$ cat src/sv/srb_pkg.sv
`timescale 1ns / 1ps
// ----------------------------------------------------------------------------
// srb_pkg
// Shared types, constants and helpers of the sequence reorder buffer.
// ----------------------------------------------------------------------------
package srb_pkg;

   localparam int SEQ_W   = 32;
   localparam int TIME_W  = 64;
   localparam int KIND_W  = 8;
   localparam int TAG_W   = 16;
   localparam int CAP_W   = 5;
   localparam int FRAME_W = SEQ_W + TIME_W + KIND_W + TAG_W;

   // One frame; seq_num sits in the lowest bits
   typedef struct packed {
      logic [TAG_W-1:0]  payload_tag;
      logic [KIND_W-1:0] frame_kind;
      logic [TIME_W-1:0] time_stamp;
      logic [SEQ_W-1:0]  seq_num;
   } frame_type;

   // Command codes on req_tuser
   localparam logic CMD_PUSH  = 1'b0;
   localparam logic CMD_FLUSH = 1'b1;

   typedef enum logic [3:0] {
      ST_IDLE,
      ST_SCAN_RD,
      ST_SCAN_CHK,
      ST_INSERT,
      ST_FORCE_RD,
      ST_FORCE_EMIT,
      ST_DRAIN_RD,
      ST_DRAIN_CHK,
      ST_FINISH
   } state_type;

   // Wrap-around order: a comes before b
   function automatic logic seq_before(input logic [SEQ_W-1:0] a,
                                       input logic [SEQ_W-1:0] b);
      logic [SEQ_W-1:0] d;
      d = a - b;
      return d[SEQ_W-1];
   endfunction

endpackage

$ cat src/sv/srb_ram.sv
`timescale 1ns / 1ps
// ----------------------------------------------------------------------------
// srb_ram
// Generic simple dual-port RAM, one write port, one registered read port.
// ----------------------------------------------------------------------------
module srb_ram #(
   parameter int WIDTH = 8,
   parameter int DEPTH = 16
) (
   input  logic                                         clock,
   input  logic                                         wr_en,
   input  logic [((DEPTH > 1) ? $clog2(DEPTH) : 1)-1:0] wr_addr,
   input  logic [WIDTH-1:0]                             wr_data,
   input  logic [((DEPTH > 1) ? $clog2(DEPTH) : 1)-1:0] rd_addr,
   output logic [WIDTH-1:0]                             rd_data
);
   logic [WIDTH-1:0] mem_ff [DEPTH];
   logic [WIDTH-1:0] rd_data_ff;

   always_ff @(posedge clock) begin
      if (wr_en) begin
         mem_ff[wr_addr] <= wr_data;
      end
      rd_data_ff <= mem_ff[rd_addr];
   end

   assign rd_data = rd_data_ff;

endmodule

$ cat src/sv/sequence_reorder_buffer.sv
`timescale 1ns / 1ps
// ----------------------------------------------------------------------------
// sequence_reorder_buffer
// Jitter/reorder buffer for numbered frames with a sorted frame store in RAM.
// ----------------------------------------------------------------------------
// Usage:
//  req_* takes commands: tuser = 0 pushes the frame in tdata, tuser = 1 flushes.
//  rsp_* returns released frames in order; tlast marks the final frame that
//  one command released. csr_* writes the capacity (0 = pass-through); a
//  write clears the store like a flush, is taken only between commands and
//  wins over a command offered in the same cycle.
// Sequence:
//  A command is taken in idle. A flush, a pass-through frame or a late frame
//  goes straight to the finish state; an in-order frame first releases the
//  held frames that follow it. Inserting a frame scans the held frames
//  through the RAM read port, a read and a check for each held frame, then
//  writes it; a forced release adds a read and an emit. Each further frame
//  released from the store needs a read, then a compare/emit. Each emitted
//  frame waits as pending and moves out on a later emit or at finish.
// Reset: store empty, not synchronized, capacity 8. No clearing pass.
// Stall: one output register plus one pending frame; when both are full the
//  sequencer waits, and req_tready stays low until the command is done.
// ----------------------------------------------------------------------------
module sequence_reorder_buffer #(
   parameter int MAX_DEPTH = 16
) (
   input  logic         clock,
   input  logic         reset,
   // tdata: seq_num[31:0], time_stamp[95:32], frame_kind[103:96],
   //        payload_tag[119:104]
   input  logic         req_tvalid,
   output logic         req_tready,
   input  logic [119:0] req_tdata,
   input  logic         req_tuser,   // cmd
   // tdata: out_seq[31:0], out_time[95:32], out_kind[103:96], out_tag[119:104]
   output logic         rsp_tvalid,
   input  logic         rsp_tready,
   output logic [119:0] rsp_tdata,
   output logic         rsp_tlast,   // last_of_run
   input  logic         csr_valid,
   output logic         csr_ready,
   input  logic [4:0]   csr_data     // capacity
);
   localparam int IW = (MAX_DEPTH > 1) ? $clog2(MAX_DEPTH) : 1;
   localparam int CW = $clog2(MAX_DEPTH + 1);

   srb_pkg::state_type             state_ff, state_in;
   logic [srb_pkg::CAP_W-1:0]      cap_ff, cap_in;
   logic [CW-1:0]                  count_ff, count_in;
   logic [srb_pkg::SEQ_W-1:0]      ne_ff, ne_in;
   logic                           sync_ff, sync_in;
   srb_pkg::frame_type             frame_ff, frame_in;
   logic [IW-1:0]                  idx_ff, idx_in;
   logic [IW-1:0]                  pos_ff, pos_in;
   logic                           found_ff, found_in;
   logic [IW-1:0]                  order_ff [MAX_DEPTH];
   logic [IW-1:0]                  order_in [MAX_DEPTH];
   logic                           pend_valid_ff, pend_valid_in;
   srb_pkg::frame_type             pend_ff, pend_in;
   logic                           rsp_valid_ff, rsp_valid_in;
   srb_pkg::frame_type             rsp_ff, rsp_in;
   logic                           rsp_last_ff, rsp_last_in;

   logic [CW-1:0]                  cap_eff;
   logic                           can_emit;
   logic                           emit;
   srb_pkg::frame_type             emit_frame;
   logic                           do_insert, do_pop;
   logic [IW-1:0]                  ins_pos;
   logic [IW-1:0]                  rd_addr;
   logic [srb_pkg::FRAME_W-1:0]    rd_raw;
   srb_pkg::frame_type             rd_frame;
   srb_pkg::frame_type             req_frame;
   logic [CW-1:0]                  count_inc;

   assign req_frame = srb_pkg::frame_type'(req_tdata);
   assign rd_frame  = srb_pkg::frame_type'(rd_raw);
   assign cap_eff   = (int'(cap_ff) > MAX_DEPTH) ? CW'(MAX_DEPTH) : CW'(cap_ff);
   assign can_emit  = !pend_valid_ff || !rsp_valid_ff || rsp_tready;
   assign count_inc = count_ff + CW'(1);
   assign ins_pos   = found_ff ? pos_ff : count_ff[IW-1:0];

   // Frame store
   assign rd_addr = (state_ff == srb_pkg::ST_SCAN_RD || state_ff == srb_pkg::ST_SCAN_CHK)
                    ? order_ff[idx_ff] : order_ff[0];

   srb_ram #(
      .WIDTH (srb_pkg::FRAME_W),
      .DEPTH (MAX_DEPTH)
   ) u_store (
      .clock   (clock),
      .wr_en   (do_insert),
      .wr_addr (order_ff[count_ff[IW-1:0]]),
      .wr_data (frame_ff),
      .rd_addr (rd_addr),
      .rd_data (rd_raw)
   );

   // Port handshakes
   assign req_tready = (state_ff == srb_pkg::ST_IDLE) && !csr_valid;
   assign csr_ready  = (state_ff == srb_pkg::ST_IDLE);
   assign rsp_tvalid = rsp_valid_ff;
   assign rsp_tdata  = rsp_ff;
   assign rsp_tlast  = rsp_last_ff;

   // Sequencer
   always_comb begin
      state_in      = state_ff;
      cap_in        = cap_ff;
      count_in      = count_ff;
      ne_in         = ne_ff;
      sync_in       = sync_ff;
      frame_in      = frame_ff;
      idx_in        = idx_ff;
      pos_in        = pos_ff;
      found_in      = found_ff;
      pend_valid_in = pend_valid_ff;
      pend_in       = pend_ff;
      rsp_valid_in  = rsp_valid_ff && !rsp_tready;
      rsp_in        = rsp_ff;
      rsp_last_in   = rsp_last_ff;
      emit          = 1'b0;
      emit_frame    = rd_frame;
      do_insert     = 1'b0;
      do_pop        = 1'b0;

      unique case (state_ff)
         srb_pkg::ST_IDLE: begin
            if (csr_valid) begin
               cap_in   = csr_data;
               count_in = '0;
               ne_in    = '0;
               sync_in  = 1'b0;
            end else if (req_tvalid) begin
               frame_in = req_frame;
               idx_in   = '0;
               found_in = 1'b0;
               state_in = srb_pkg::ST_FINISH;
               if (req_tuser == srb_pkg::CMD_FLUSH) begin
                  count_in = '0;
                  ne_in    = '0;
                  sync_in  = 1'b0;
               end else if (cap_eff == '0) begin
                  emit       = 1'b1;
                  emit_frame = req_frame;
               end else if (sync_ff && req_frame.seq_num == ne_ff) begin
                  emit       = 1'b1;
                  emit_frame = req_frame;
                  ne_in      = ne_ff + srb_pkg::SEQ_W'(1);
                  state_in   = srb_pkg::ST_DRAIN_RD;
               end else if (sync_ff && srb_pkg::seq_before(req_frame.seq_num, ne_ff)) begin
                  state_in = srb_pkg::ST_FINISH;
               end else if (count_ff == '0) begin
                  state_in = srb_pkg::ST_INSERT;
               end else begin
                  state_in = srb_pkg::ST_SCAN_RD;
               end
            end
         end
         srb_pkg::ST_SCAN_RD: begin
            state_in = srb_pkg::ST_SCAN_CHK;
         end
         srb_pkg::ST_SCAN_CHK: begin
            // duplicate check over all held frames, first "not before" is the slot
            if (rd_frame.seq_num == frame_ff.seq_num) begin
               state_in = srb_pkg::ST_FINISH;
            end else begin
               if (!found_ff && !srb_pkg::seq_before(rd_frame.seq_num, frame_ff.seq_num)) begin
                  found_in = 1'b1;
                  pos_in   = idx_ff;
               end
               if (CW'(idx_ff) == count_ff - CW'(1)) begin
                  state_in = srb_pkg::ST_INSERT;
               end else begin
                  idx_in   = idx_ff + IW'(1);
                  state_in = srb_pkg::ST_SCAN_RD;
               end
            end
         end
         srb_pkg::ST_INSERT: begin
            do_insert = 1'b1;
            count_in  = count_inc;
            if (count_inc >= cap_eff) begin
               state_in = srb_pkg::ST_FORCE_RD;
            end else if (sync_ff) begin
               state_in = srb_pkg::ST_DRAIN_RD;
            end else begin
               state_in = srb_pkg::ST_FINISH;
            end
         end
         srb_pkg::ST_FORCE_RD: begin
            state_in = srb_pkg::ST_FORCE_EMIT;
         end
         srb_pkg::ST_FORCE_EMIT: begin
            // store full: oldest frame leaves and sets the expected number
            if (can_emit) begin
               emit     = 1'b1;
               do_pop   = 1'b1;
               count_in = count_ff - CW'(1);
               ne_in    = rd_frame.seq_num + srb_pkg::SEQ_W'(1);
               sync_in  = 1'b1;
               state_in = srb_pkg::ST_DRAIN_RD;
            end
         end
         srb_pkg::ST_DRAIN_RD: begin
            state_in = (count_ff == '0) ? srb_pkg::ST_FINISH : srb_pkg::ST_DRAIN_CHK;
         end
         srb_pkg::ST_DRAIN_CHK: begin
            if (rd_frame.seq_num != ne_ff) begin
               state_in = srb_pkg::ST_FINISH;
            end else if (can_emit) begin
               emit     = 1'b1;
               do_pop   = 1'b1;
               count_in = count_ff - CW'(1);
               ne_in    = ne_ff + srb_pkg::SEQ_W'(1);
               state_in = srb_pkg::ST_DRAIN_RD;
            end
         end
         srb_pkg::ST_FINISH: begin
            // last frame of the run goes out with tlast
            if (!pend_valid_ff) begin
               state_in = srb_pkg::ST_IDLE;
            end else if (!rsp_valid_ff || rsp_tready) begin
               rsp_valid_in  = 1'b1;
               rsp_in        = pend_ff;
               rsp_last_in   = 1'b1;
               pend_valid_in = 1'b0;
               state_in      = srb_pkg::ST_IDLE;
            end
         end
         default: begin
            state_in = srb_pkg::ST_IDLE;
         end
      endcase

      // New result: previous pending frame moves to the output register
      if (emit) begin
         if (pend_valid_ff) begin
            rsp_valid_in = 1'b1;
            rsp_in       = pend_ff;
            rsp_last_in  = 1'b0;
         end
         pend_valid_in = 1'b1;
         pend_in       = emit_frame;
      end
   end

   // Order list: slot pointers, [0,count) held in sorted order, rest free
   always_comb begin
      for (int i = 0; i < MAX_DEPTH; i++) begin
         order_in[i] = order_ff[i];
         if (do_insert) begin
            if (IW'(i) == ins_pos) begin
               order_in[i] = order_ff[count_ff[IW-1:0]];
            end else if (IW'(i) > ins_pos && CW'(i) <= count_ff && i > 0) begin
               order_in[i] = order_ff[(i + MAX_DEPTH - 1) % MAX_DEPTH];
            end
         end else if (do_pop) begin
            if (CW'(i) + CW'(1) < count_ff) begin
               order_in[i] = order_ff[(i + 1) % MAX_DEPTH];
            end else if (CW'(i) + CW'(1) == count_ff) begin
               order_in[i] = order_ff[0];
            end
         end
      end
   end

   // Control registers
   always_ff @(posedge clock) begin
      if (reset) begin
         state_ff      <= srb_pkg::ST_IDLE;
         cap_ff        <= srb_pkg::CAP_W'(8);
         count_ff      <= '0;
         ne_ff         <= '0;
         sync_ff       <= 1'b0;
         pend_valid_ff <= 1'b0;
         rsp_valid_ff  <= 1'b0;
         for (int i = 0; i < MAX_DEPTH; i++) begin
            order_ff[i] <= IW'(i);
         end
      end else begin
         state_ff      <= state_in;
         cap_ff        <= cap_in;
         count_ff      <= count_in;
         ne_ff         <= ne_in;
         sync_ff       <= sync_in;
         pend_valid_ff <= pend_valid_in;
         rsp_valid_ff  <= rsp_valid_in;
         for (int i = 0; i < MAX_DEPTH; i++) begin
            order_ff[i] <= order_in[i];
         end
      end
   end

   // Payload registers
   always_ff @(posedge clock) begin
      frame_ff    <= frame_in;
      idx_ff      <= idx_in;
      pos_ff      <= pos_in;
      found_ff    <= found_in;
      pend_ff     <= pend_in;
      rsp_ff      <= rsp_in;
      rsp_last_ff <= rsp_last_in;
   end

`ifndef ASSERT_OFF
   a_count_range: assert property (@(posedge clock) disable iff (reset)
      count_ff <= CW'(MAX_DEPTH))
      else $error("held count beyond store depth");

   a_idle_no_pending: assert property (@(posedge clock) disable iff (reset)
      state_ff == srb_pkg::ST_IDLE |-> !pend_valid_ff)
      else $error("pending frame left over between commands");

   a_idle_below_cap: assert property (@(posedge clock) disable iff (reset)
      state_ff == srb_pkg::ST_IDLE |-> (count_ff < cap_eff || count_ff == '0))
      else $error("store at capacity between commands");

   a_pop_nonempty: assert property (@(posedge clock) disable iff (reset)
      do_pop |-> count_ff != '0)
      else $error("pop from empty store");
`endif

endmodule

$ cat config.mk
export PLATFORM = sky130hd
export DESIGN_NAME = sequence_reorder_buffer
export DESIGN_NICKNAME = d
export VERILOG_FILES = /design/src/sv/srb_pkg.sv /design/src/sv/srb_ram.sv /design/src/sv/sequence_reorder_buffer.sv
export SDC_FILE = /design/constraint.sdc
export NUM_CORES = 2
export LEC_CHECK = 0
export ABC_AREA = 1
export BUFFER_PORTS_ARGS = -buffer_cell sky130_fd_sc_hd__clkbuf_2
export CAP_MARGIN = 20
export CELL_PAD_IN_SITES_DETAIL_PLACEMENT = 0
export CELL_PAD_IN_SITES_GLOBAL_PLACEMENT = 1
export CORE_MARGIN = 5
export CORE_UTILIZATION = 46
export DETAILED_ROUTE_END_ITERATION = 10
export PLACE_DENSITY_LB_ADDON = 0.1
export SLEW_MARGIN = 20
export SYNTH_ARGS = -nofsm -noshare
export SYNTH_HDL_FRONTEND = slang
export SYNTH_SLANG_ARGS = --single-unit
$ cat constraint.sdc
create_clock -name clock -period 11.02 [get_ports clock]
set_clock_uncertainty 0.1 [all_clocks]
set_input_delay 2.204 -clock clock [delete_from_list [all_inputs] [get_ports clock]]
set_output_delay 2.204 -clock clock [all_outputs]
set_load 0.005 [all_outputs]
## Word-level counts from Yosys, hierarchy flattened

Memories as Yosys holds them, arrays and structs flattened. A register that Yosys moved wholly into a read port is not among the register bits.
Index checks and enable logic that the tools add are counted.

- Register bits after elaboration: 419
- Memory bits (writable): 1,984
- Input port bits: 131
- Output and inout bits: 124
- Logic and storage cells: 404
- Memories kept: 2

- Add/subtract/negate cells: 7
- Magnitude comparators: 48
- Equality and inequality tests: 55
- Muxes and demuxes: 203
- Bitwise gates (word level): 18
- Reduce and logical (&&, ||, !) cells: 48

Memories:

| name | depth | width | rd ports | clocked after Yosys merged registers in | wr ports | line | text |
|---|---|---|---|---|---|---|---|
| u_store.mem_ff | 16 | 120 | 1 | 1 | 1 | srb_ram.sv:17 | `logic [WIDTH-1:0] mem_ff [DEPTH];` |
| order_ff | 16 | 4 | 18 | 2 | 16 | sequence_reorder_buffer.sv:56 | `logic [IW-1:0] order_ff [MAX_DEPTH];` |

Operator list:

| cell | number |
|---|---|
| $mux 120 | 11 |
| $mux 4 | 133 |
| $mux 32 | 8 |
| $pmux 32 s3 | 1 |
| $add 32x1->32 const B | 2 |
| $eq 32x32->1 | 2 |
| $sub 32x32->32 | 2 |
| $eq 4x5->1 const A | 8 |
| $le 4x5->1 const A | 8 |
| $lt 4x5->1 const A | 8 |
| $pmux 4 s9 | 1 |
| $mux 1 | 35 |
| $eq 4x4->1 const A | 8 |
| $gt 4x4->1 const A | 8 |
| $ne 32x32->1 | 1 |
| $mux 5 | 6 |
| $eq 3x5->1 const A | 4 |
| $le 3x5->1 const A | 4 |
| $logic_and 1x1->1 | 20 |
| $lt 3x5->1 const A | 4 |
| $pmux 5 s4 | 1 |
| $eq 3x4->1 const A | 4 |
| $eq 4x3->1 const B | 4 |
| $gt 3x4->1 const A | 4 |
| other kinds (43) | 92 |

## Longest topological paths before layout

- Word-level depth: 9
- Gate-level depth with buffers: 18
- Depth with buffers taken out: 18

## By module

Synthesis repeated with hierarchy kept, for this count alone.

- Cells, all modules: 10,701
- Area total of the unflattened synthesis: 110,319.6 µm²

Modules (own cells, without submodules):

| module | times used | cells an instance | area an instance (µm²) | seq. area each (µm²) |
|---|---|---|---|---|
| srb_ram | 1 | 7,870 | 84,357.2 | 60,057.6 |
| sequence_reorder_buffer | 1 | 2,831 | 25,962.4 | 13,533.0 |

## Worst setup path after synthesis

Ideal clock, no wire load.

- Path kind: input-to-reg
- Start: in csr_valid
- End: reg (tool-made name)
- Setup time: 0.473 ns
- Arrival time: 9.908 ns
- Data required time: 10.447 ns
- Slack: 0.538 ns
- Stages on the path: 9
- Buffers on the path: 2
- Cell sequence: nor2_2 > nand2_1 > inv_2 > nand3_2 > nand2_1 > o21ai_1 > clkbuf_1 > buf_2 > inv_1

RTL lines:

| item | line | text |
|---|---|---|
| from (decl) | sequence_reorder_buffer.sv:40 | `input logic csr_valid,` |

## Final worst setup path

- Start: in req_tdata[22]
- End: reg pend_ff[109] in the netlist's numbering (enable)

- Longest elaborated chain between the ends: 8

RTL lines:

| item | line | text |
|---|---|---|
| from (decl) | sequence_reorder_buffer.sv:33 | `input logic [119:0] req_tdata,` |
| $eq 32x32->1 | sequence_reorder_buffer.sv:146 | `end else if (sync_ff && req_frame.seq_num == ne_ff) begin` |
| $logic_and 1x1->1 | sequence_reorder_buffer.sv:146 |  |
| $mux 1 | sequence_reorder_buffer.sv:146 |  |
| $mux 1 | sequence_reorder_buffer.sv:143 | `end else if (cap_eff == '0) begin` |
| $mux 1 | sequence_reorder_buffer.sv:139 | `if (req_tuser == srb_pkg::CMD_FLUSH) begin` |
| $mux 1 | sequence_reorder_buffer.sv:134 | `end else if (req_tvalid) begin` |
| $mux 1 | sequence_reorder_buffer.sv:129 | `if (csr_valid) begin` |
| $pmux 1 s3 | sequence_reorder_buffer.sv:127 | `unique case (state_ff)` |
| net emit | sequence_reorder_buffer.sv:66 | `logic emit;` |
| to (signal assigned) | sequence_reorder_buffer.sv:301 | `pend_ff <= pend_in;` |
| to (decl) | sequence_reorder_buffer.sv:59 | `srb_pkg::frame_type pend_ff, pend_in;` |

The timed path passes the listed nets, and every way through them passes these cells.
A chain may end at the register's enable or synchronous reset.

==> run summary <==
Status -> finished, final reports clean
Die Footprint -> 0.243 mm²
Top Layer Used -> met5
Pint -> 0.0170 W
Slew at the pin with the worst max-slew slack -> 1.36 ns
CTS Sinks -> 2531
Setup violators final -> 0
Core Rows -> 177
Final WL -> 314000 µm
Crit path required time -> 11.42 ns
PwrDens -> 192 mW/mm²
Synth Flop Type -> edfxtp_1
Worst-Skew Late Latency -> 0.91 ns
Hold Vio Cnt, Final -> 0
Period minus WS final -> 6.09 ns
Routed vias -> 72800
Clock buffer depth -> 4
Total negative slack -> 0 ns
DR DRC count -> 0
CP peak stage delay -> 0.77 ns
Kind of end point of the critical path -> flip-flop
Post-CTS Setup Inserts -> 0
DPL Wire Length -> 160000 µm
Hold Path Class -> reg -> reg
Clock share of power -> 39.8%
Area leader, netlist -> edfxtp_1
Peak VDD IR -> 0.134 mV
Area of the core -> 0.232 mm²
Initial Util -> 46.1%
Global-route wire length before repair -> 464000 µm
Fin nets -> 9918
Post-CTS sizing -> 0
Max cap viols -> 0
Synthesis Warnings -> 0
Top cell by count, worst path -> nand2_1
Post-Syn Area -> 0.107 mm²
CP Max Fanout -> 39
Gpl congestion -> 0.899
Post-synth top cells -> nand2_1 (2406), edfxtp_1 (2290), nand3_1 (1263)
M1 wire length -> 143000 µm
FF+latch count, synth -> 2531
Largest cells by area after synthesis -> edfxtp_1 (64%), nand2_1 (8.4%), nand3_1 (5.9%), dfxtp_1 (4.5%), o211ai_1 (4.2%)
Footprint of the multi-input gates -> 0.0274 mm²
Pin count of the biggest net entering global routing -> 234
Die W -> 493 µm
Max H-tree Level -> 5
Area taken by flip-flops and latches -> 0.0736 mm²
Final Max Slew Viols -> 0
IO buf count -> 254
Reg clk slew, reported paths -> 0.06 ns
Comb pwr share -> 12.1%
Gr usage total -> 25.3%
Post-placement cell count -> 12500
Crit path arrival time -> 6.49 ns
Fraction of layout cells with a size suffix above 1 -> 9.23%
Die Ht -> 493 µm
Setup CP Type -> in -> reg
Period utilisation layout -> 55.3%
Post-Syn Nets -> 9799
RSZ-0062 raised after global routing -> false
WL met2 -> 144000 µm
Antenna-violating nets left -> 0
Sequential area share after synthesis -> 68.7%
Final Non-Filler Cells -> 13000
Length of routed met3 wiring -> 20000 µm
Hold_buf cts -> 0
Distinct cells, synth -> 54
Seq pwr share -> 48.1%
Leakage -> 47.3 nW
WL per Instance -> 24.2 µm
Sw frac -> 26.1%
I/O Pins -> 255
EDFF count, synth -> 2290
Layout fillers -> 20200
Crit path launch -> req_tdata[22]
CTS tree -> built
Syn_area_per_cell -> 11.2 µm²
Fin Hold WS -> 0.380 ns
Most common cell in the synthesized netlist -> nand2_1
Area grow syn2layout -> 11.9%
Post-synth top area share -> 64.2%
FFs w/ async S/R, synth -> 0%
Grt total ovfl -> 0
Drt first-iter violations -> 6512
Initial antenna violation count -> 6
Crit path cell chain -> clkbuf_2 -> ha_1 -> nand2_1 -> nor2_1 -> nand4_1 -> nor3_1 -> nand2_1 -> nand2_1 -> nand3_4 -> nand2_4 -> buf_4 -> buf_4
Post-synthesis cell count -> 9593
Psw -> 0.00603 W
Drt pass-1 iters -> 6
Startpoint types -> primary input
Worst path slowest cell -> buf_4
Fmax -> 164 MHz
TritonCTS buffer count -> 289
Vias/cell -> 5.61
CTS root buffer -> clkbuf_16
Slew margin rel. -> 9.53%
HP Start -> cap_ff[0]
Vias in the first global route -> 70000
[critical path, delay by kind of cell]
family	cells	cell delay [ns]
simple gates	8	2.31
buf+inv	3	1.50
fa+ha+maj	1	0.30
[metrics by stage]
step / utilization (%) / instance area (µm²) / setup WS [ns] / total power [W]
2_1_floorplan: - / 107000 / 0.538 / 0.0131
3_3_place_gp: 47.7 / 111000 / 4.09 / 0.0141
3_5_place_dp: 47.7 / 111000 / 3.98 / 0.0141
4_1_cts: 51.6 / 120000 / 4.90 / 0.0233
5_1_grt: 51.6 / 120000 / 4.75 / 0.0240
6_report: 51.6 / 120000 / 4.93 / 0.0231
[cell usage in the layout, fill, tap and decap left out, drive strengths merged, types with 96 or more instances in the layout]
cell type  synthesis  routed
nor2             392     392
dfxtp            241     241
inv              985     988
a21oi            223     223
clkbuf           204     638
edfxtp          2290    2290
o211ai           600     600
buf              334     112
o21ai            251     251
nand2           2407    2407
clkinv             5      96
nand3           1264    1264
[final cells by class]
cell class / count / area share [%]
well taps: 3043 / 3.18
diodes: 4 / 0.00835
inverters: 990 / 3.13
multi-input cells: 5534 / 22.9
repair buffers: 366 / 1.97
clock buffers: 384 / 6.59
clock inverters: 119 / 0.891
flip-flops and latches: 2531 / 61.4
[routing by layer]
| metal | GRT usage (%) | vias to the layer above |
|---|---|---|
| met1 | 37.1 | 36100 |
| li1 | - | 33700 |
| met2 | 40.3 | 2507 |
| met5 | 0 | - |
| met4 | 6.33 | 4 |
| met3 | 3.25 | 505 |
[registers in the layout, indices dropped and copies added (netlist names), 5 cells and up, named ones only]
name,cells
u_store.mem_ff,1920
frame_ff,120
u_store.rd_data,120
pend_ff,120
ne_ff,32
cap_ff,5
order_ff,64
count_ff,5
[final timing paths]
check / endpoint / slack (ns) / cells past startpoint
hold reg to reg: cap_ff[0] / 0.38 / 2
setup reg to reg: u_store.rd_data[24] / 5.02 / 14
hold / removal: cap_ff[0] / 0.38 / 2
setup / recovery: pend_ff[109] / 4.93 / 12
[power groups by stage]
stage                     Sequential [W]  Clock [W]  Combinational (W)
after floorplan                   0.0111          0            0.00199
after global placement            0.0113          0            0.00276
after detailed placement          0.0113          0            0.00277
after CTS                         0.0111    0.00937            0.00279
after global routing              0.0111    0.00976            0.00311
final                             0.0111    0.00918            0.00279
[kinds of logic (layout without fill, tap and decap cells)]
family                   count (synthesis)  after routing  synth area share, %
buffers and inverters                 1528           1859                 5.93
adder cells (fa/ha/maj)                 75             75                0.876
other                                    0              4                    0
AO/OA/AOI/OAI                         1165           1165                 7.00
multiplexers                            88             88                0.925
flip-flops                            2531           2531                 68.7
AND/OR/NAND/NOR                       4188           4188                 16.4
XOR/XNOR                                18             18                0.147
Note: power is estimated with default switching activity, not from simulation.
